## src/rtl/core/rap_pkg.sv

```systemverilog
package rap_pkg;

    localparam int HDR_LEN = 12;
    localparam logic [7:0] RTP_BYTE0 = 8'h80;
    localparam logic [7:0] RTP_BYTE1 = 8'h61;

    localparam int PADDR_W = 5;
    localparam int REG_IDX_W = 3;

    localparam logic [REG_IDX_W-1:0] REG_PAYLOAD_BYTES     = 3'd0;
    localparam logic [REG_IDX_W-1:0] REG_FRAMES_PER_PACKET = 3'd1;
    localparam logic [REG_IDX_W-1:0] REG_INITIAL_SEQUENCE  = 3'd2;
    localparam logic [REG_IDX_W-1:0] REG_INITIAL_TIMESTAMP = 3'd3;
    localparam logic [REG_IDX_W-1:0] REG_SOURCE_ID         = 3'd4;

    localparam logic [10:0] RESET_PAYLOAD_BYTES     = 11'd288;
    localparam logic [7:0]  RESET_FRAMES_PER_PACKET = 8'd48;

    typedef struct packed {
        logic [7:0]  payload_byte;
        logic        pkt_start;
        logic        pkt_end;
        logic [15:0] seq;
        logic [31:0] ts;
    } t_item;

    function automatic logic [7:0] hdr_byte(
        input logic [3:0]  idx,
        input logic [15:0] seq,
        input logic [31:0] ts,
        input logic [31:0] ssrc
    );
        logic [7:0] b;
        unique case (idx)
            4'd0:    b = RTP_BYTE0;
            4'd1:    b = RTP_BYTE1;
            4'd2:    b = seq[15:8];
            4'd3:    b = seq[7:0];
            4'd4:    b = ts[31:24];
            4'd5:    b = ts[23:16];
            4'd6:    b = ts[15:8];
            4'd7:    b = ts[7:0];
            4'd8:    b = ssrc[31:24];
            4'd9:    b = ssrc[23:16];
            4'd10:   b = ssrc[15:8];
            4'd11:   b = ssrc[7:0];
            default: b = 8'h00;
        endcase
        return b;
    endfunction

endpackage

```

## src/rtl/core/rap_front.sv

```systemverilog
module rap_front #(
    parameter int MAX_PAYLOAD_BYTES = 1460
) (
    input  logic                        i_clk,
    input  logic                        i_rst_n,
    input  logic                        psel,
    input  logic                        penable,
    input  logic                        pwrite,
    input  logic [rap_pkg::PADDR_W-1:0] paddr,
    input  logic [31:0]                 pwdata,
    output logic [31:0]                 prdata,
    input  logic                        i_in_valid,
    output logic                        o_in_ready,
    input  logic [7:0]                  i_payload_byte,
    output logic                        o_push,
    output rap_pkg::t_item              o_item,
    input  logic                        i_full,
    output logic [31:0]                 o_source_id
);
    import rap_pkg::*;

    localparam int PW = $clog2(MAX_PAYLOAD_BYTES + 1);
    localparam int CW = (PW > 11 ? PW : 11) + 1;
    localparam logic [CW-1:0] MAX_LEN = CW'(MAX_PAYLOAD_BYTES);

    logic [10:0]   r_payload_bytes;
    logic [7:0]    r_frames;
    logic [15:0]   r_init_seq;
    logic [31:0]   r_init_ts;
    logic [31:0]   r_source_id;
    logic [PW-1:0] r_pos;
    logic [15:0]   r_seq;
    logic [31:0]   r_ts;

    logic                 wr_en;
    logic [REG_IDX_W-1:0] reg_idx;
    logic                 accept;
    logic [CW-1:0]        len_min;
    logic [CW-1:0]        len_eff;
    logic [CW-1:0]        pos_next;
    logic                 ends;

    assign wr_en   = psel & penable & pwrite;
    assign reg_idx = paddr[PADDR_W-1:2];

    always_comb begin
        prdata = 32'h0;
        unique case (reg_idx)
            REG_PAYLOAD_BYTES:     prdata = {21'h0, r_payload_bytes};
            REG_FRAMES_PER_PACKET: prdata = {24'h0, r_frames};
            REG_INITIAL_SEQUENCE:  prdata = {16'h0, r_init_seq};
            REG_INITIAL_TIMESTAMP: prdata = r_init_ts;
            REG_SOURCE_ID:         prdata = r_source_id;
            default:               prdata = 32'h0;
        endcase
    end

    assign o_in_ready = !i_full;
    assign accept     = i_in_valid & !i_full;

    always_comb begin
        len_min  = (r_payload_bytes == 11'd0) ? CW'(1) : CW'(r_payload_bytes);
        len_eff  = (len_min > MAX_LEN) ? MAX_LEN : len_min;
        pos_next = CW'(r_pos) + CW'(1);
        ends     = pos_next >= len_eff;
    end

    assign o_push              = accept;
    assign o_item.payload_byte = i_payload_byte;
    assign o_item.pkt_start    = (r_pos == '0);
    assign o_item.pkt_end      = ends;
    assign o_item.seq          = r_seq;
    assign o_item.ts           = r_ts;
    assign o_source_id         = r_source_id;

    always_ff @(posedge i_clk) begin
        if (!i_rst_n) begin
            r_payload_bytes <= RESET_PAYLOAD_BYTES;
            r_frames        <= RESET_FRAMES_PER_PACKET;
            r_init_seq      <= 16'h0;
            r_init_ts       <= 32'h0;
            r_source_id     <= 32'h0;
            r_pos           <= '0;
            r_seq           <= 16'h0;
            r_ts            <= 32'h0;
        end else begin
            if (accept) begin
                if (ends) begin
                    r_pos <= '0;
                    r_seq <= r_seq + 16'd1;
                    r_ts  <= r_ts + {24'h0, r_frames};
                end else begin
                    r_pos <= pos_next[PW-1:0];
                end
            end
            if (wr_en) begin
                unique case (reg_idx)
                    REG_PAYLOAD_BYTES:     r_payload_bytes <= pwdata[10:0];
                    REG_FRAMES_PER_PACKET: r_frames <= pwdata[7:0];
                    REG_INITIAL_SEQUENCE: begin
                        r_init_seq <= pwdata[15:0];
                        r_seq      <= pwdata[15:0];
                    end
                    REG_INITIAL_TIMESTAMP: begin
                        r_init_ts <= pwdata;
                        r_ts      <= pwdata;
                    end
                    REG_SOURCE_ID:         r_source_id <= pwdata;
                    default: ;
                endcase
            end
        end
    end

endmodule

```

## src/rtl/core/rap_fifo.sv

```systemverilog
module rap_fifo #(
    parameter int DEPTH = 4
) (
    input  logic           i_clk,
    input  logic           i_rst_n,
    input  logic           i_push,
    input  rap_pkg::t_item i_item,
    output logic           o_full,
    input  logic           i_pop,
    output logic           o_valid,
    output rap_pkg::t_item o_item
);
    import rap_pkg::*;

    localparam int AW = (DEPTH > 1) ? $clog2(DEPTH) : 1;
    localparam int CNT_W = $clog2(DEPTH + 1);
    localparam logic [AW-1:0] LAST = AW'(DEPTH - 1);

    t_item            r_mem [DEPTH];
    logic [AW-1:0]    r_wr_ptr;
    logic [AW-1:0]    r_rd_ptr;
    logic [CNT_W-1:0] r_count;

    logic do_push;
    logic do_pop;

    assign o_full  = (r_count == CNT_W'(DEPTH));
    assign o_valid = (r_count != '0);
    assign o_item  = r_mem[r_rd_ptr];
    assign do_push = i_push & !o_full;
    assign do_pop  = i_pop & o_valid;

    always_ff @(posedge i_clk) begin
        if (do_push) begin
            r_mem[r_wr_ptr] <= i_item;
        end
    end

    always_ff @(posedge i_clk) begin
        if (!i_rst_n) begin
            r_wr_ptr <= '0;
            r_rd_ptr <= '0;
            r_count  <= '0;
        end else begin
            if (do_push) begin
                r_wr_ptr <= (r_wr_ptr == LAST) ? '0 : r_wr_ptr + AW'(1);
            end
            if (do_pop) begin
                r_rd_ptr <= (r_rd_ptr == LAST) ? '0 : r_rd_ptr + AW'(1);
            end
            if (do_push && !do_pop) begin
                r_count <= r_count + CNT_W'(1);
            end else if (do_pop && !do_push) begin
                r_count <= r_count - CNT_W'(1);
            end
        end
    end

endmodule

```

## src/rtl/core/rap_back.sv

```systemverilog
module rap_back (
    input  logic           i_clk,
    input  logic           i_rst_n,
    input  logic           i_valid,
    input  rap_pkg::t_item i_item,
    output logic           o_pop,
    input  logic [31:0]    i_source_id,
    output logic           o_out_valid,
    input  logic           i_out_ready,
    output logic [7:0]     o_out_byte,
    output logic           o_is_header,
    output logic           o_packet_start,
    output logic           o_packet_end,
    output logic           o_run_last
);
    import rap_pkg::*;

    logic [3:0] r_hdr_idx;
    logic [3:0] n_hdr_idx;
    logic       r_out_valid;
    logic [7:0] r_out_byte;
    logic       r_is_header;
    logic       r_packet_start;
    logic       r_packet_end;
    logic       r_run_last;

    logic slot_free;
    logic in_header;
    logic load;

    assign slot_free = !r_out_valid || i_out_ready;
    assign load      = slot_free && i_valid;
    assign in_header = i_item.pkt_start && (r_hdr_idx != 4'(HDR_LEN));
    assign o_pop     = load && !in_header;

    always_comb begin
        n_hdr_idx = r_hdr_idx;
        if (load) begin
            n_hdr_idx = in_header ? r_hdr_idx + 4'd1 : 4'd0;
        end
    end

    always_ff @(posedge i_clk) begin
        if (!i_rst_n) begin
            r_hdr_idx   <= 4'd0;
            r_out_valid <= 1'b0;
        end else begin
            r_hdr_idx <= n_hdr_idx;
            if (slot_free) begin
                r_out_valid <= i_valid;
            end
        end
    end

    always_ff @(posedge i_clk) begin
        if (load) begin
            if (in_header) begin
                r_out_byte     <= hdr_byte(r_hdr_idx, i_item.seq, i_item.ts, i_source_id);
                r_is_header    <= 1'b1;
                r_packet_start <= (r_hdr_idx == 4'd0);
                r_packet_end   <= 1'b0;
                r_run_last     <= 1'b0;
            end else begin
                r_out_byte     <= i_item.payload_byte;
                r_is_header    <= 1'b0;
                r_packet_start <= 1'b0;
                r_packet_end   <= i_item.pkt_end;
                r_run_last     <= 1'b1;
            end
        end
    end

    assign o_out_valid    = r_out_valid;
    assign o_out_byte     = r_out_byte;
    assign o_is_header    = r_is_header;
    assign o_packet_start = r_packet_start;
    assign o_packet_end   = r_packet_end;
    assign o_run_last     = r_run_last;

endmodule

```

## src/rtl/core/rtp_audio_packetizer.sv

```systemverilog
// Frames a byte stream of audio payload into RTP packets with the 12-byte fixed header
// (version 2, payload type 97, sequence number, timestamp, source id). Each accepted byte
// leaves as one output transaction, and the first byte of a packet is preceded by 12 header
// transactions, so the block moves one byte per cycle while the output is ready. The front
// stage accepts one byte per cycle while the queue is not full, decides packet start and
// end and records the header values into a small queue; the back stage expands queued
// entries into header and payload bytes through a registered output, so the rate is set by
// the single output byte per cycle while the downstream is ready. Registers sit at byte
// addresses 0, 4, 8, 12 and 16; writing the initial sequence or timestamp also loads the
// running value, and configuration should change only while no transaction is in flight.
module rtp_audio_packetizer #(
    parameter int MAX_PAYLOAD_BYTES = 1460,
    parameter int QUEUE_DEPTH = 4
) (
    input  logic                        i_clk,
    input  logic                        i_rst_n,
    input  logic                        psel,
    input  logic                        penable,
    input  logic                        pwrite,
    input  logic [rap_pkg::PADDR_W-1:0] paddr,
    input  logic [31:0]                 pwdata,
    output logic [31:0]                 prdata,
    output logic                        pready,
    input  logic                        i_in_valid,
    output logic                        o_in_ready,
    input  logic [7:0]                  i_payload_byte,
    output logic                        o_out_valid,
    input  logic                        i_out_ready,
    output logic [7:0]                  o_out_byte,
    output logic                        o_is_header,
    output logic                        o_packet_start,
    output logic                        o_packet_end,
    output logic                        o_run_last
);
    import rap_pkg::*;

    logic        push;
    t_item       push_item;
    logic        full;
    logic        pop;
    logic        head_valid;
    t_item       head_item;
    logic [31:0] source_id;

    assign pready = 1'b1;

    rap_front #(
        .MAX_PAYLOAD_BYTES(MAX_PAYLOAD_BYTES)
    ) u_front (
        .i_clk          (i_clk),
        .i_rst_n        (i_rst_n),
        .psel           (psel),
        .penable        (penable),
        .pwrite         (pwrite),
        .paddr          (paddr),
        .pwdata         (pwdata),
        .prdata         (prdata),
        .i_in_valid     (i_in_valid),
        .o_in_ready     (o_in_ready),
        .i_payload_byte (i_payload_byte),
        .o_push         (push),
        .o_item         (push_item),
        .i_full         (full),
        .o_source_id    (source_id)
    );

    rap_fifo #(
        .DEPTH(QUEUE_DEPTH)
    ) u_fifo (
        .i_clk   (i_clk),
        .i_rst_n (i_rst_n),
        .i_push  (push),
        .i_item  (push_item),
        .o_full  (full),
        .i_pop   (pop),
        .o_valid (head_valid),
        .o_item  (head_item)
    );

    rap_back u_back (
        .i_clk          (i_clk),
        .i_rst_n        (i_rst_n),
        .i_valid        (head_valid),
        .i_item         (head_item),
        .o_pop          (pop),
        .i_source_id    (source_id),
        .o_out_valid    (o_out_valid),
        .i_out_ready    (i_out_ready),
        .o_out_byte     (o_out_byte),
        .o_is_header    (o_is_header),
        .o_packet_start (o_packet_start),
        .o_packet_end   (o_packet_end),
        .o_run_last     (o_run_last)
    );

endmodule
```

## config.mk

```make
export PLATFORM = sky130hd
export DESIGN_NAME = rtp_audio_packetizer
export DESIGN_NICKNAME = d
export VERILOG_FILES = /design/src/rtl/core/rap_pkg.sv /design/src/rtl/core/rap_front.sv /design/src/rtl/core/rap_fifo.sv /design/src/rtl/core/rap_back.sv /design/src/rtl/core/rtp_audio_packetizer.sv
export SDC_FILE = /design/constraint.sdc
export NUM_CORES = 1
export LEC_CHECK = 0
export BUFFER_PORTS_ARGS = -buffer_cell sky130_fd_sc_hd__buf_2
export CORE_MARGIN = 4
export CORE_UTILIZATION = 45
export CTS_CLUSTER_DIAMETER = 120
export DETAILED_ROUTE_END_ITERATION = 10
export PLACE_DENSITY_LB_ADDON = 0.25
export SYNTH_ARGS = -nofsm -noshare
export SYNTH_HDL_FRONTEND = slang
export SYNTH_SLANG_ARGS = --single-unit
```

## constraint.sdc

```tcl
create_clock -name i_clk -period 3.1 [get_ports i_clk]
set_input_delay 0.155 -clock i_clk [delete_from_list [all_inputs] [get_ports i_clk]]
set_output_delay 0.155 -clock i_clk [all_outputs]
set_load 0.005 [all_outputs]
```

Word level (Yosys, flattened, before mapping)
Memory sizes are Yosys's and may differ from the RTL's. A register that Yosys moved wholly into a read port is not among the register bits.
Cells that the tools add are included.
{"block": "word_totals", "elab_cells": 100, "register_bits": 182, "output_inout_bits": 47, "mem_bits_rw": 232, "n_memories": 1, "in_bits": 52}
{"name": "u_fifo.r_mem", "words": 4, "width": 58, "read_ports": 1, "rd_clocked_by_memory_dff": 1, "write_ports": 1, "line_no": "rap_fifo.sv:19", "source": "t_item r_mem [DEPTH];"}
{"block": "classes", "magnitude_cmp": 2, "mux": 25, "n_reduce_logical": 22, "eq_ne": 19, "bitwise": 5, "add_sub_neg": 8}
{"cell": "$pmux 32 s5", "count": 1}
{"cell": "$mux 32", "count": 4}
{"cell": "$pmux 8 s12", "count": 1}
{"cell": "$mux 16", "count": 4}
{"cell": "$add 32x8->32", "count": 1}
{"cell": "$logic_not 11->1", "count": 2}
{"cell": "$mux 11", "count": 2}
{"cell": "$add 16x1->16 const B", "count": 1}
{"cell": "$eq 4x3->1 const B", "count": 4}
{"cell": "$eq 4x4->1 const B", "count": 4}
{"cell": "$add 11x1->12 const B", "count": 1}
{"cell": "$ge 12x12->1", "count": 1}
{"cell": "$gt 12x11->1 const B", "count": 1}
{"cell": "$mux 12", "count": 1}
{"cell": "$reduce_and 2->1", "count": 5}
{"cell": "$eq 4x2->1 const B", "count": 2}
{"cell": "$mux 2", "count": 4}
{"cell": "$mux 8", "count": 1}
{"cell": "$eq 3x2->1 const B", "count": 2}
{"cell": "$eq 3x3->1 const B", "count": 2}
{"cell": "$mux 3", "count": 2}
{"cell": "$and 1x1->1", "count": 5}
{"cell": "$logic_and 1x1->1", "count": 5}
{"cell": "$logic_not 1->1", "count": 5}
{"cell": "15 further kinds", "count": 20}

Logic depth before layout (Yosys ltp)
Gate-level depths: netlist of the first run.
{"block": "logic_depth", "word_depth": 9, "ltp_mapped": 16, "mapped_depth_nobuf": 14}

By module
A second synthesis of the first run with hierarchy kept.
{"block": "hier_totals", "hier_cells": 1587, "hier_area_um2": 18621.6}
{"mod": "rap_fifo", "instances": 1, "cells_each": 354, "area_per_inst_um2": 8868.5}
{"mod": "rap_front", "instances": 1, "cells_each": 1046, "area_per_inst_um2": 8162.8}
{"mod": "rap_back", "instances": 1, "cells_each": 185, "area_per_inst_um2": 1579.0}
{"mod": "rtp_audio_packetizer", "instances": 1, "cells_each": 2, "area_per_inst_um2": 11.3}

Worst setup path after synthesis of the first run
Ideal clock, no wire load.
{"block": "synth_path", "path_kind": "reg2reg", "startpoint": "reg u_front.r_payload_bytes[10]", "endpoint": "reg u_front.r_seq[4]", "stages_incl_launch_ff": 17, "setup_slack_ns": -0.246, "n_path_buf": 2, "required_time_ns": 3.014, "arrival_time_ns": 3.261, "cell_sequence": "dfxtp_1 -> inv_1 -> nor3_1 -> and4b_1 -> o21ai_0 -> a32oi_1 -> nor2_1 -> ha_1 -> and4_1 -> o211ai_1 -> o31ai_1 -> or3_1 -> buf_6 -> buf_8 -> nand4_1 -> xor2_1 -> a211oi_1"}
{"block": "synth_between", "elab_chain_len": 9}
{"item": "start: declaration", "line_no": "rap_front.sv:26", "source": "logic [10:0] r_payload_bytes;"}
{"item": "start signal: assignment", "line_no": "rap_front.sv:98", "source": "REG_PAYLOAD_BYTES: r_payload_bytes <= pwdata[10:0];"}
{"item": "$logic_not 11->1", "line_no": "rap_front.sv:62", "source": "len_min = (r_payload_bytes == 11'd0) ? CW'(1) : CW'(r_payload_bytes);"}
{"item": "$mux 11 (*)", "line_no": "rap_front.sv:62"}
{"item": "$gt 12x11->1", "line_no": "rap_front.sv:63", "source": "len_eff = (len_min > MAX_LEN) ? MAX_LEN : len_min;"}
{"item": "$mux 12 (*)", "line_no": "rap_front.sv:63"}
{"item": "$ge 12x12->1 (*)", "line_no": "rap_front.sv:65", "source": "ends = pos_next >= len_eff;"}
{"item": "$mux 16 (*)", "line_no": "rap_front.sv:88", "source": "if (ends) begin"}
{"item": "$mux 16 (*)", "line_no": "rap_front.sv:87", "source": "if (accept) begin"}
{"item": "$mux 16", "line_no": "rap_front.sv:97", "source": "unique case (reg_idx)"}
{"item": "$mux 16 (*)", "line_no": "rap_front.sv:96", "source": "if (wr_en) begin"}
{"item": "end signal: assignment", "line_no": "rap_front.sv:90", "source": "r_seq <= r_seq + 16'd1;"}
{"item": "end signal: assignment", "line_no": "rap_front.sv:102", "source": "r_seq <= pwdata[15:0];"}
{"item": "end: declaration", "line_no": "rap_front.sv:32", "source": "logic [15:0] r_seq;"}
Mark *: on every way between the ends. The rest lies on a longest branch, timed or not.
A chain may end at the register's enable or synchronous reset.

Worst setup path in the final report of the first run
{"block": "layout_path", "startpoint": "reg u_front.r_payload_bytes[10]", "endpoint": "reg u_front.r_ts[26]"}
{"block": "layout_between", "elab_chain_len": 9}
{"item": "$logic_not 11->1", "line_no": "rap_front.sv:62"}
{"item": "$mux 11 (*)", "line_no": "rap_front.sv:62"}
{"item": "$gt 12x11->1", "line_no": "rap_front.sv:63"}
{"item": "$mux 12 (*)", "line_no": "rap_front.sv:63"}
{"item": "$ge 12x12->1 (*)", "line_no": "rap_front.sv:65"}
{"item": "$mux 32 (*)", "line_no": "rap_front.sv:88"}
{"item": "$mux 32 (*)", "line_no": "rap_front.sv:87"}
{"item": "$mux 32", "line_no": "rap_front.sv:97"}
{"item": "$mux 32 (*)", "line_no": "rap_front.sv:96"}
{"item": "end signal: assignment", "line_no": "rap_front.sv:91", "source": "r_ts <= r_ts + {24'h0, r_frames};"}
{"item": "end signal: assignment", "line_no": "rap_front.sv:106", "source": "r_ts <= pwdata;"}
{"item": "end: declaration", "line_no": "rap_front.sv:33", "source": "logic [31:0] r_ts;"}
Marks and branches as above.

==> results.yml, run 1 <==
hold_path:
  hold_path_startpoint: "i_in_valid"
  min_path_cells: 5
  timing.hold.worst.class: "input port to flip-flop"
  hold_end: "u_fifo.r_wr_ptr[1]"
die:
  core_box_area_sq_um: 39700
  die_height_um: 209
  initial_utilization: 0.456
  fp-row-count: 73
  die-area_sq_um: 43500
  num_io_pins: 99
  die-width_um: 209
power_and_ir_drop:
  clockPowerShare: 0.370
  power_total_uw: 14300
  power.density_nw_per_um2: 647
  total_leakage_power_uw: 0.00782
  power.sequential.fraction: 0.459
  switching_fraction_of_total_power: 0.257
  p_sw_uw: 3680
  internal_power_uw: 10600
  comb_power_share: 0.172
  peakVddDrop_mv: 0.423
final_layout:
  final_common_cell: "sky130_fd_sc_hd__nand2_1"
  flow.area_growth_from_synthesis_pct: 22.0
  final_core_util: 0.556
  mostFrequentLayoutCells: "256 x sky130_fd_sc_hd__nand2_1, 244 x sky130_fd_sc_hd__edfxtp_1, 167 x sky130_fd_sc_hd__dfxtp_1"
  final.fill_count: 3334
  post_route_cells_drive_above_1_share: 0.233
  instances_no_fill: 2288
  antenna-diode-count: 0
  finalNetCount: 1815
detailed_routing:
  post_drt_wl_per_cell_um: 21.6
  drt_pass1_iterations: 6
  post_drt_via_cell_ratio: 5.74
  dr.first_iter.drc_count: 1248
  drt_drc_violations_left: 0
  routed_wirelength_mm: 49.3
  via_count: 13100
  ant_nets: 0
cts:
  worstSkewPairLatency_ps: 550
  path_clk_slew_ps: 60
  cts_inserted_buffers: 43
  clockRootBuffer: "sky130_fd_sc_hd__clkbuf_16"
  cts_tree: "yes"
  clock_sink_count: 416
  h-tree-depth: 2
  cts_buffer_depth: 3
timing:
  finalSetupTns_ps: -9470
  clock_skew_ps: 17.4
  fin_crit_sh: 1.09
  rsz0062_at_grt: "yes"
  slew_violations: 0
  fin_ws_ps: -268
  final_hold_vios: 0
  max_slew.worst_pin.slew_ps: 682
  timing.final.crit_period_ps: 3370
  slew_hr: 0.545
  report.final.setup_viol: 63
  max_clock_freq_ghz: 0.297
critical_path:
  worst-path-max-fanout: 7
  rr_worst_depth: 16
  required_time_of_the_critical_path_ps: 3520
  critPathKind: "flip-flop to flip-flop"
  worstReg2RegStart: "u_front.r_payload_bytes[10]"
  timing.critical_path.from_type: "flip-flop"
  worst_setup_path_end_kind: "flip-flop"
  regToRegSetupSlack_ps: -270
  worst_r2r_endpoint: "u_front.r_ts[26]"
  timing.critical_path.arrival_ps: 3790
synthesis:
  synth_top_flop_cell: "sky130_fd_sc_hd__edfxtp_1"
  yosysUniqueCellTypes: 66
  ys_warn_count: 0
  syn-num-nets: 1622
  ys_async_sr_fraction: 0
  synth.cell_area_sq_um: 18100
  synth_edf_count: 244
  synthesis.area_per_instance_sq_um: 11.8
  syn_inst: 1536
  synth_seq_cells: 416
  register_area_share_after_synthesis: 0.595
place:
  place.detailed.hpwl_mm: 33.3
  port_buffers: 95
  gp_congestion: 0.890
  dp.cells: 2154
outcome:
  run_status: "finished, violations left"
  violations_in_the_final_reports: "setup timing"
global_routing:
  grt_pass1_vias: 12900
  grtUsageTotal: 0.221
  grt_pass1_wl_mm: 75.7
  initial_antenna_violation_count: 1
  grt_max_degree: 57
  gr-total-overflow: 0
job:
  max_cap_viol_count: 0
==> worst max-delay path: stages, from the launching register on <==
cell                       delay [ps]
sky130_fd_sc_hd__dfxtp_2          330
sky130_fd_sc_hd__inv_2             50
sky130_fd_sc_hd__nor3_4           160
sky130_fd_sc_hd__and4b_1          260
sky130_fd_sc_hd__o21ai_2           80
sky130_fd_sc_hd__a32oi_2          200
sky130_fd_sc_hd__buf_6            160
sky130_fd_sc_hd__nor2_2            40
sky130_fd_sc_hd__ha_1             300
sky130_fd_sc_hd__and4_4           250
sky130_fd_sc_hd__o211ai_1         100
sky130_fd_sc_hd__o31ai_2          310
sky130_fd_sc_hd__buf_4            220
sky130_fd_sc_hd__o311ai_4         170
sky130_fd_sc_hd__or3_4            390
sky130_fd_sc_hd__mux2i_1          160
sky130_fd_sc_hd__o22ai_1           80
==> synth_stat cells (4+ instances only) <==
cell                       number  share of area
sky130_fd_sc_hd__nand4b_1       4         0.0019
sky130_fd_sc_hd__clkbuf_1      69          0.014
sky130_fd_sc_hd__buf_2          9         0.0025
sky130_fd_sc_hd__mux4_2        58          0.072
sky130_fd_sc_hd__edfxtp_1     244           0.40
sky130_fd_sc_hd__a22o_1        18         0.0087
sky130_fd_sc_hd__o21ai_0       71          0.020
sky130_fd_sc_hd__xnor2_1       20         0.0097
sky130_fd_sc_hd__a31oi_1       14         0.0048
sky130_fd_sc_hd__buf_4          6         0.0025
sky130_fd_sc_hd__ha_1          32          0.022
sky130_fd_sc_hd__nor2_1        77          0.016
sky130_fd_sc_hd__and4_1         6         0.0029
sky130_fd_sc_hd__a22oi_1       14         0.0058
sky130_fd_sc_hd__and3_1        12         0.0041
sky130_fd_sc_hd__nand4_1       11         0.0038
sky130_fd_sc_hd__dfxtp_1      172           0.19
sky130_fd_sc_hd__a32oi_1        7         0.0034
sky130_fd_sc_hd__inv_1         24         0.0050
sky130_fd_sc_hd__a21o_1         7         0.0029
sky130_fd_sc_hd__buf_1          6         0.0012
sky130_fd_sc_hd__nor2b_1        6         0.0021
sky130_fd_sc_hd__nor3_1        13         0.0036
sky130_fd_sc_hd__nor4_1         8         0.0028
sky130_fd_sc_hd__o22ai_1       10         0.0035
sky130_fd_sc_hd__a21oi_1      148          0.041
sky130_fd_sc_hd__nand3_1       36         0.0099
sky130_fd_sc_hd__a211oi_1      11         0.0046
sky130_fd_sc_hd__mux2i_1       39          0.022
sky130_fd_sc_hd__or3_1         12         0.0041
sky130_fd_sc_hd__buf_6          5         0.0031
sky130_fd_sc_hd__nand2_1      258          0.053
sky130_fd_sc_hd__or4_1          4         0.0017
sky130_fd_sc_hd__xor2_1        32          0.015
sky130_fd_sc_hd__nand2b_1       8         0.0028
sky130_fd_sc_hd__and2_1        11         0.0038
==> registers in the layout (all words and copies together), names as in the netlist, 11 cells and up, named ones only <==
| signal | cells |
|---|---|
| u_front.r_seq | 16 |
| u_front.r_ts | 32 |
| u_front.o_source_id | 32 |
| u_front.r_payload_bytes | 11 |
| u_fifo.r_mem | 232 |
| u_front.r_init_seq | 16 |
| u_front.r_pos | 11 |
| u_front.r_init_ts | 32 |
==> layer usage <==
| layer | global-route usage | wire (um) |
|---|---|---|
| met2 | 0.356 | 23900 |
| met4 | 0.0695 | 1290 |
| met1 | 0.311 | 20900 |
| met3 | 0.0378 | 3220 |
| met5 | 0 | 13 |
==> power groups by stage <==
stage | Sequential (uW) | Clock [uW] | Combinational, uW
after floorplan | 6610 | 0 | 1520
after global placement | 6660 | 0 | 2400
after detailed placement | 6680 | 0 | 2430
after CTS | 6570 | 5380 | 2480
after global routing | 6610 | 5620 | 2660
final | 6560 | 5290 | 2450
==> cell families (layout without fill, tap and decap cells) <==
family | Yosys count | count (layout) | synth area share
AO/OA/AOI/OAI | 327 | 328 | 0.108
XOR/XNOR | 52 | 52 | 0.0251
adder cells (fa/ha/maj) | 34 | 34 | 0.0243
buffers and inverters | 123 | 349 | 0.0300
flip-flops | 416 | 416 | 0.595
multiplexers | 99 | 99 | 0.0949
other | 1 | 1 | 0.000207
AND/OR/NAND/NOR | 484 | 484 | 0.122
==> final cells by class <==
type                    instances  area [sq um]  share of cell area
flip-flops and latches        416         10800               0.488
clock buffers                  62          1280              0.0579
clock inverters                17           183             0.00826
well taps                     525           657              0.0297
multi-input cells             998          7220               0.327
inverters                      27           104             0.00470
repair buffers                243          1880              0.0852
==> what timing repair did <==
item / CTS / global route
endpoints found under the setup margin: 63 / 63
pin swaps: 39 / 41
resized for setup: 47 / 54
setup buffers: 8 / 4
gates cloned: 3 / 0
endpoints found under the hold margin: 162 / 0
hold buffers: 42 / 0
==> worst max-delay path by stage <==
stage,start,end,slack (ps),depth (start not counted)
finish,u_front.r_payload_bytes[10],u_front.r_ts[26],-270,16
global route,u_front.r_payload_bytes[10],u_front.r_ts[4],-440,19
CTS,u_front.r_payload_bytes[10],u_front.r_ts[24],-150,16
detailed placement,u_front.r_payload_bytes[8],u_front.r_ts[26],-260,16
global placement,u_front.r_payload_bytes[8],u_front.r_ts[1],-180,17
floorplan,u_front.r_payload_bytes[8],u_front.r_seq[4],-40,16
==> metrics by stage <==
stage	setup WS [ps]	hold WS, ps	cell area [sq um]
after CTS	-147	115	21900
after global routing	-445	173	22100
after global placement	-182	371	19700
after detailed placement	-260	379	19700
final	-268	134	22100
after floorplan	-36.1	254	18200
No activity file was read; power rests on OpenSTA's default activity.
==> inputs of run 2 (changes only) <==
--- a/config.mk
+++ b/config.mk
@@ -6,7 +6,6 @@
 export NUM_CORES = 1
 export LEC_CHECK = 0
 export BUFFER_PORTS_ARGS = -buffer_cell sky130_fd_sc_hd__buf_2
-export CORE_MARGIN = 4
 export CORE_UTILIZATION = 45
 export CTS_CLUSTER_DIAMETER = 120
 export DETAILED_ROUTE_END_ITERATION = 10
==> results.yml, run 2 (synthesis results as in run 1) <==
timing:
  rsz0062_at_grt: "yes"
  max_slew.worst_pin.slew_ps: 965
  max_clock_freq_ghz: 0.309
  clock_skew_ps: 19.8
  report.final.setup_viol: 21
  slew_violations: 0
  slew_hr: 0.354
  fin_ws_ps: -131
  final_hold_vios: 0
  timing.final.crit_period_ps: 3230
  fin_crit_sh: 1.04
global_routing:
  grt_max_degree: 103
  grt_pass1_vias: 12800
  grt_pass1_wl_mm: 75.1
  gr-total-overflow: 0
  grtUsageTotal: 0.238
  initial_antenna_violation_count: 1
place:
  preCtsSetupSlack_ps: -253
  port_buffers: 95
  place.detailed.hpwl_mm: 32.3
  dp.cells: 2157
  dpl_cell_area_sq_um: 19700
  gp_congestion: 0.861
power_and_ir_drop:
  total_leakage_power_uw: 0.00788
  power.density_nw_per_um2: 652
  peakVddDrop_mv: 0.451
final_layout:
  final.fill_count: 3293
  final_common_cell: "sky130_fd_sc_hd__nand2_1"
  mostFrequentLayoutCells: "257 x sky130_fd_sc_hd__nand2_1, 244 x sky130_fd_sc_hd__edfxtp_1, 167 x sky130_fd_sc_hd__dfxtp_1"
  regArea_sq_um: 10800
  antenna-diode-count: 0
  flow.area_growth_from_synthesis_pct: 22.7
  post_route_cells_drive_above_1_share: 0.233
  largest_register: "u_fifo.r_mem"
  finalNetCount: 1819
  multi_input_area_sq_um: 7200
  largest_register_ff_count: 232
  design_area_sq_um: 22200
  instances_no_fill: 2293
hold_path:
  timing.hold.worst.class: "input port to flip-flop"
  min_path_cells: 5
  hold_path_startpoint: "i_in_valid"
  hold_end: "u_fifo.r_wr_ptr[1]"
critical_path:
  required_time_of_the_critical_path_ps: 3540
  rr_worst_depth: 16
  most_frequent_cell_on_critical_path: "sky130_fd_sc_hd__buf_4"
  worstReg2RegStart: "u_front.r_payload_bytes[10]"
  regToRegSetupSlack_ps: -130
  worst_r2r_endpoint: "u_front.r_ts[26]"
  critPathKind: "flip-flop to flip-flop"
  cp_slowest_cell: "sky130_fd_sc_hd__o311ai_4"
  timing.critical_path.arrival_ps: 3670
  worst_setup_path_end_kind: "flip-flop"
  critical_path_cell_by_cell: "inv_2, nor3_2, and4b_1, o21ai_1, a32oi_2, buf_2, buf_4, nand2b_1, ha_1, a211oi_2, o31ai_2, buf_4, o311ai_4, or3_4, mux2i_1, o22ai_1"
  slowest_delay_ps: 470
  timing.critical_path.from_type: "flip-flop"
  worst-path-max-fanout: 8
die:
  num_io_pins: 99
  die-area_sq_um: 41100
  die_height_um: 203
  die-width_um: 203
  core_box_area_sq_um: 39700
  fp-row-count: 73
  initial_utilization: 0.456
detailed_routing:
  post_drt_wl_per_cell_um: 21.3
  via_count: 13100
  drt_pass1_iterations: 5
  ant_nets: 0
  drt_drc_violations_left: 0
  dr.first_iter.drc_count: 1006
  post_drt_via_cell_ratio: 5.72
  routed_wirelength_mm: 48.8
cts:
  h-tree-depth: 2
  path_clk_slew_ps: 60
  worstSkewPairLatency_ps: 560
  clockRootBuffer: "sky130_fd_sc_hd__clkbuf_16"
  cts_buffer_depth: 3
  clock_sink_count: 416
  cts_tree: "yes"
  cts_inserted_buffers: 44
job:
  max_cap_viol_count: 0
outcome:
  run_status: "finished, violations left"
  violations_in_the_final_reports: "setup timing"
[run 2: cell types whose count changed in the layout (fill, tap and decap cells not counted), sizes merged]
cell	before	now
clkinv	14	15
o311ai	2	1
buf	201	202
clkinvlp	1	2
dlygate4sd3	42	44
clkbuf	62	63
[run 2: what timing repair did]
action,in CTS,in global routing
endpoints found under the setup margin,51,64
pin swaps,26,28
gates resized for setup,31,67
setup buffers,3,3
cloned,4,1
hold endpoints to repair,159,0
hold buffers,44,0
[run 2: power by group]
part           internal [uW]  total (uW)  switching [uW]
combinational           1140        2560            1420
sequential              6350        6540             186
clock                   3220        5370            2160
[run 2: worst max path at each step]
stage | from | endpoint | cells after the start
finish | u_front.r_payload_bytes[10] | u_front.r_ts[26] | 16
global route | u_front.r_payload_bytes[10] | u_front.r_ts[30] | 17
CTS | u_front.r_payload_bytes[10] | u_front.r_ts[26] | 16
detailed placement | u_front.r_payload_bytes[8] | u_front.r_ts[26] | 16
global placement | u_front.r_payload_bytes[8] | u_front.r_ts[22] | 16
floorplan | u_front.r_payload_bytes[8] | u_front.r_seq[4] | 16
[run 2: through the flow]
step	utilization	setup TNS, ps	hold slack (ps)	power (uW)
2_1_floorplan	-	-146	254	8140
3_3_place_gp	0.497	-3710	372	9160
3_5_place_dp	0.497	-5440	378	9200
4_1_cts	0.550	-1470	120	14600
5_1_grt	0.559	-12030	163	15000
6_report	0.559	-1290	133	14500
[run 2: area by class of cell]
cell class / count / share of cell area
Sequential cell: 416 / 0.485
Inverter: 27 / 0.00467
Clock inverter: 19 / 0.0102
Clock buffer: 62 / 0.0576
Timing Repair Buffer: 247 / 0.0888
Multi-Input combinational cell: 997 / 0.324
Tap cell: 525 / 0.0296
[run 2: per-layer routing]
| metal | track usage | wire [um] | vias up |
|---|---|---|---|
| li1 | - | - | 6076 |
| met1 | 0.332 | 21200 | 6470 |
| met2 | 0.378 | 23000 | 461 |
| met3 | 0.0416 | 3060 | 98 |
| met4 | 0.0784 | 1540 | 2 |
| met5 | 0 | 13 | - |
[run 2: critical path: cells and delay by family, from the launching register on]
| family | cells | cell delay [ps] |
|---|---|---|
| compound gates | 6 | 1130 |
| simple gates | 4 | 730 |
| buf+inv | 4 | 470 |
| flops | 1 | 330 |
| fa+ha+maj | 1 | 230 |
| mux | 1 | 220 |
==> inputs of run 3 (changes only) <==
--- a/config.mk
+++ b/config.mk
@@ -9,7 +9,7 @@
 export CORE_UTILIZATION = 45
 export CTS_CLUSTER_DIAMETER = 120
 export DETAILED_ROUTE_END_ITERATION = 10
-export PLACE_DENSITY_LB_ADDON = 0.25
+export PLACE_DENSITY = 0.59
 export SYNTH_ARGS = -nofsm -noshare
 export SYNTH_HDL_FRONTEND = slang
 export SYNTH_SLANG_ARGS = --single-unit
==> constraint.sdc (replaced) <==
create_clock -name i_clk -period 3.3 [get_ports i_clk]
set_input_delay 0.165 -clock i_clk [delete_from_list [all_inputs] [get_ports i_clk]]
set_output_delay 0.165 -clock i_clk [all_outputs]
set_load 0.005 [all_outputs]
==> results.yml, run 3 (synthesis results as in run 1) <==
cts:
  clock_sink_count: 416
  worstSkewPairLatency_ps: 550
  cts_tree: "yes"
  cts_inserted_buffers: 44
  h-tree-depth: 2
  cts_buffer_depth: 3
  clockRootBuffer: "sky130_fd_sc_hd__clkbuf_16"
  path_clk_slew_ps: 60
hold_path:
  timing.hold.worst.class: "input port to flip-flop"
  hold_end: "u_front.r_ts[16]"
  hold_path_startpoint: "i_rst_n"
  min_path_cells: 3
global_routing:
  grtUsageTotal: 0.238
  grt_pass1_vias: 12400
  gr-total-overflow: 0
  initial_antenna_violation_count: 0
  grt_pass1_wl_mm: 74.3
  grt_max_degree: 59
critical_path:
  timing.critical_path.from_type: "flip-flop"
  worst_setup_path_end_kind: "flip-flop"
  critPathKind: "flip-flop to flip-flop"
  rr_worst_depth: 16
  worst-path-max-fanout: 7
  worstReg2RegStart: "u_front.r_payload_bytes[10]"
  regToRegSetupSlack_ps: -100
  timing.critical_path.arrival_ps: 3880
  required_time_of_the_critical_path_ps: 3780
  timing.critical_path.from: "u_front.r_payload_bytes[10]"
  worst_r2r_endpoint: "u_front.r_ts[14]"
job:
  max_cap_viol_count: 0
detailed_routing:
  drt_pass1_iterations: 6
  post_drt_via_cell_ratio: 5.71
  drt_drc_violations_left: 0
  via_count: 13100
  post_drt_wl_per_cell_um: 21.8
  ant_nets: 0
  routed_wirelength_mm: 49.9
  dr.first_iter.drc_count: 961
power_and_ir_drop:
  clockPowerShare: 0.362
  power.sequential.fraction: 0.462
  p_sw_uw: 3530
  power_total_uw: 13400
  peakVddDrop_mv: 0.399
  power.density_nw_per_um2: 604
  switching_fraction_of_total_power: 0.264
  internal_power_uw: 9830
  total_leakage_power_uw: 0.00780
  comb_power_share: 0.176
die:
  fp-row-count: 73
  die-width_um: 203
  initial_utilization: 0.456
  die_height_um: 203
  core_box_area_sq_um: 39700
  die-area_sq_um: 41100
  num_io_pins: 99
final_layout:
  largest_register_ff_count: 232
  finalNetCount: 1812
  final_common_cell: "sky130_fd_sc_hd__nand2_1"
  post_route_cells_drive_above_1_share: 0.232
  final.fill_count: 3387
  final_core_util: 0.557
  flow.area_growth_from_synthesis_pct: 22.2
  design_area_sq_um: 22100
  largest_register: "u_fifo.r_mem"
  mostFrequentLayoutCells: "257 x sky130_fd_sc_hd__nand2_1, 244 x sky130_fd_sc_hd__edfxtp_1, 167 x sky130_fd_sc_hd__dfxtp_1"
outcome:
  run_status: "finished, violations left"
  violations_in_the_final_reports: "setup timing"
place:
  gp_congestion: 0.857
  dpl_cell_area_sq_um: 19600
  place.detailed.hpwl_mm: 32.8
  port_buffers: 95
  preCtsSetupSlack_ps: -200
timing:
  slew_violations: 0
  final_hold_vios: 0
  fin_crit_sh: 1.03
  max_clock_freq_ghz: 0.294
  clock_skew_ps: 8.55
  timing.final.crit_period_ps: 3400
  max_slew.worst_pin.slew_ps: 1400
  rsz0062_at_grt: "yes"
  report.final.setup_viol: 10
  slew_hr: 0.0639
  fin_worst_hold_slack_ps: 55.1
  fin_ws_ps: -103
run 3: how the worst max path moves through the flow:
stage,to,depth (start not counted)
after floorplan,u_front.r_seq[4],16
after detailed placement,u_front.r_ts[24],15
after CTS,u_front.r_ts[14],17
after global routing,u_front.r_ts[12],16
final,u_front.r_ts[14],16
after global placement,u_front.r_ts[14],16
run 3: through the flow:
step / instances / TNS [ps]
2_1_floorplan: 1536 / 0
3_3_place_gp: 2142 / -285
3_5_place_dp: 2142 / -4330
4_1_cts: 2270 / -72.2
5_1_grt: 2285 / -5280
6_report: 2286 / -474
run 3: critical path, stage by stage, from the launching register on:
cell	delay [ps]
sky130_fd_sc_hd__dfxtp_2	330
sky130_fd_sc_hd__inv_2	50
sky130_fd_sc_hd__nor3_4	170
sky130_fd_sc_hd__and4b_1	240
sky130_fd_sc_hd__o21ai_1	90
sky130_fd_sc_hd__a32oi_2	210
sky130_fd_sc_hd__buf_6	170
sky130_fd_sc_hd__nor2_4	40
sky130_fd_sc_hd__ha_4	250
sky130_fd_sc_hd__and4_4	230
sky130_fd_sc_hd__o211ai_1	130
sky130_fd_sc_hd__o31ai_4	370
sky130_fd_sc_hd__o311ai_4	220
sky130_fd_sc_hd__buf_4	230
sky130_fd_sc_hd__or3_4	330
sky130_fd_sc_hd__xor2_2	150
sky130_fd_sc_hd__a21oi_1	120
run 3: cell type report:
type / count / area (sq um) / area share
inverters: 27 / 104 / 0.00469
multi-input cells: 997 / 7290 / 0.329
diodes: 1 / 2.50 / 0.000113
repair buffers: 240 / 1880 / 0.0850
clock inverters: 13 / 103 / 0.00464
flip-flops and latches: 416 / 10800 / 0.487
clock buffers: 67 / 1320 / 0.0597
well taps: 525 / 657 / 0.0297
run 3: power by group through the flow:
| stage | Clock [uW] | Sequential, uW | Combinational (uW) |
|---|---|---|---|
| after CTS | 4930 | 6180 | 2370 |
| after detailed placement | 0 | 6290 | 2320 |
| after global placement | 0 | 6280 | 2290 |
| after global routing | 5130 | 6220 | 2530 |
| final | 4840 | 6180 | 2350 |
| after floorplan | 0 | 6210 | 1430 |
run 3: layer usage:
metal,track usage,vias up,share of wire
li1,-,6063,-
met1,0.334,6504,0.43
met2,0.382,417,0.48
met3,0.0390,70,0.061
met4,0.0634,0,0.023
met5,0,-,0
run 3: repair_timing:
action	in CTS	in global routing
resized for setup	15	102
pin swaps	9	61
hold buffers	41	0
hold endpoints to repair	153	0
gates cloned	1	3
endpoints found under the setup margin	53	55
setup buffers	6	13
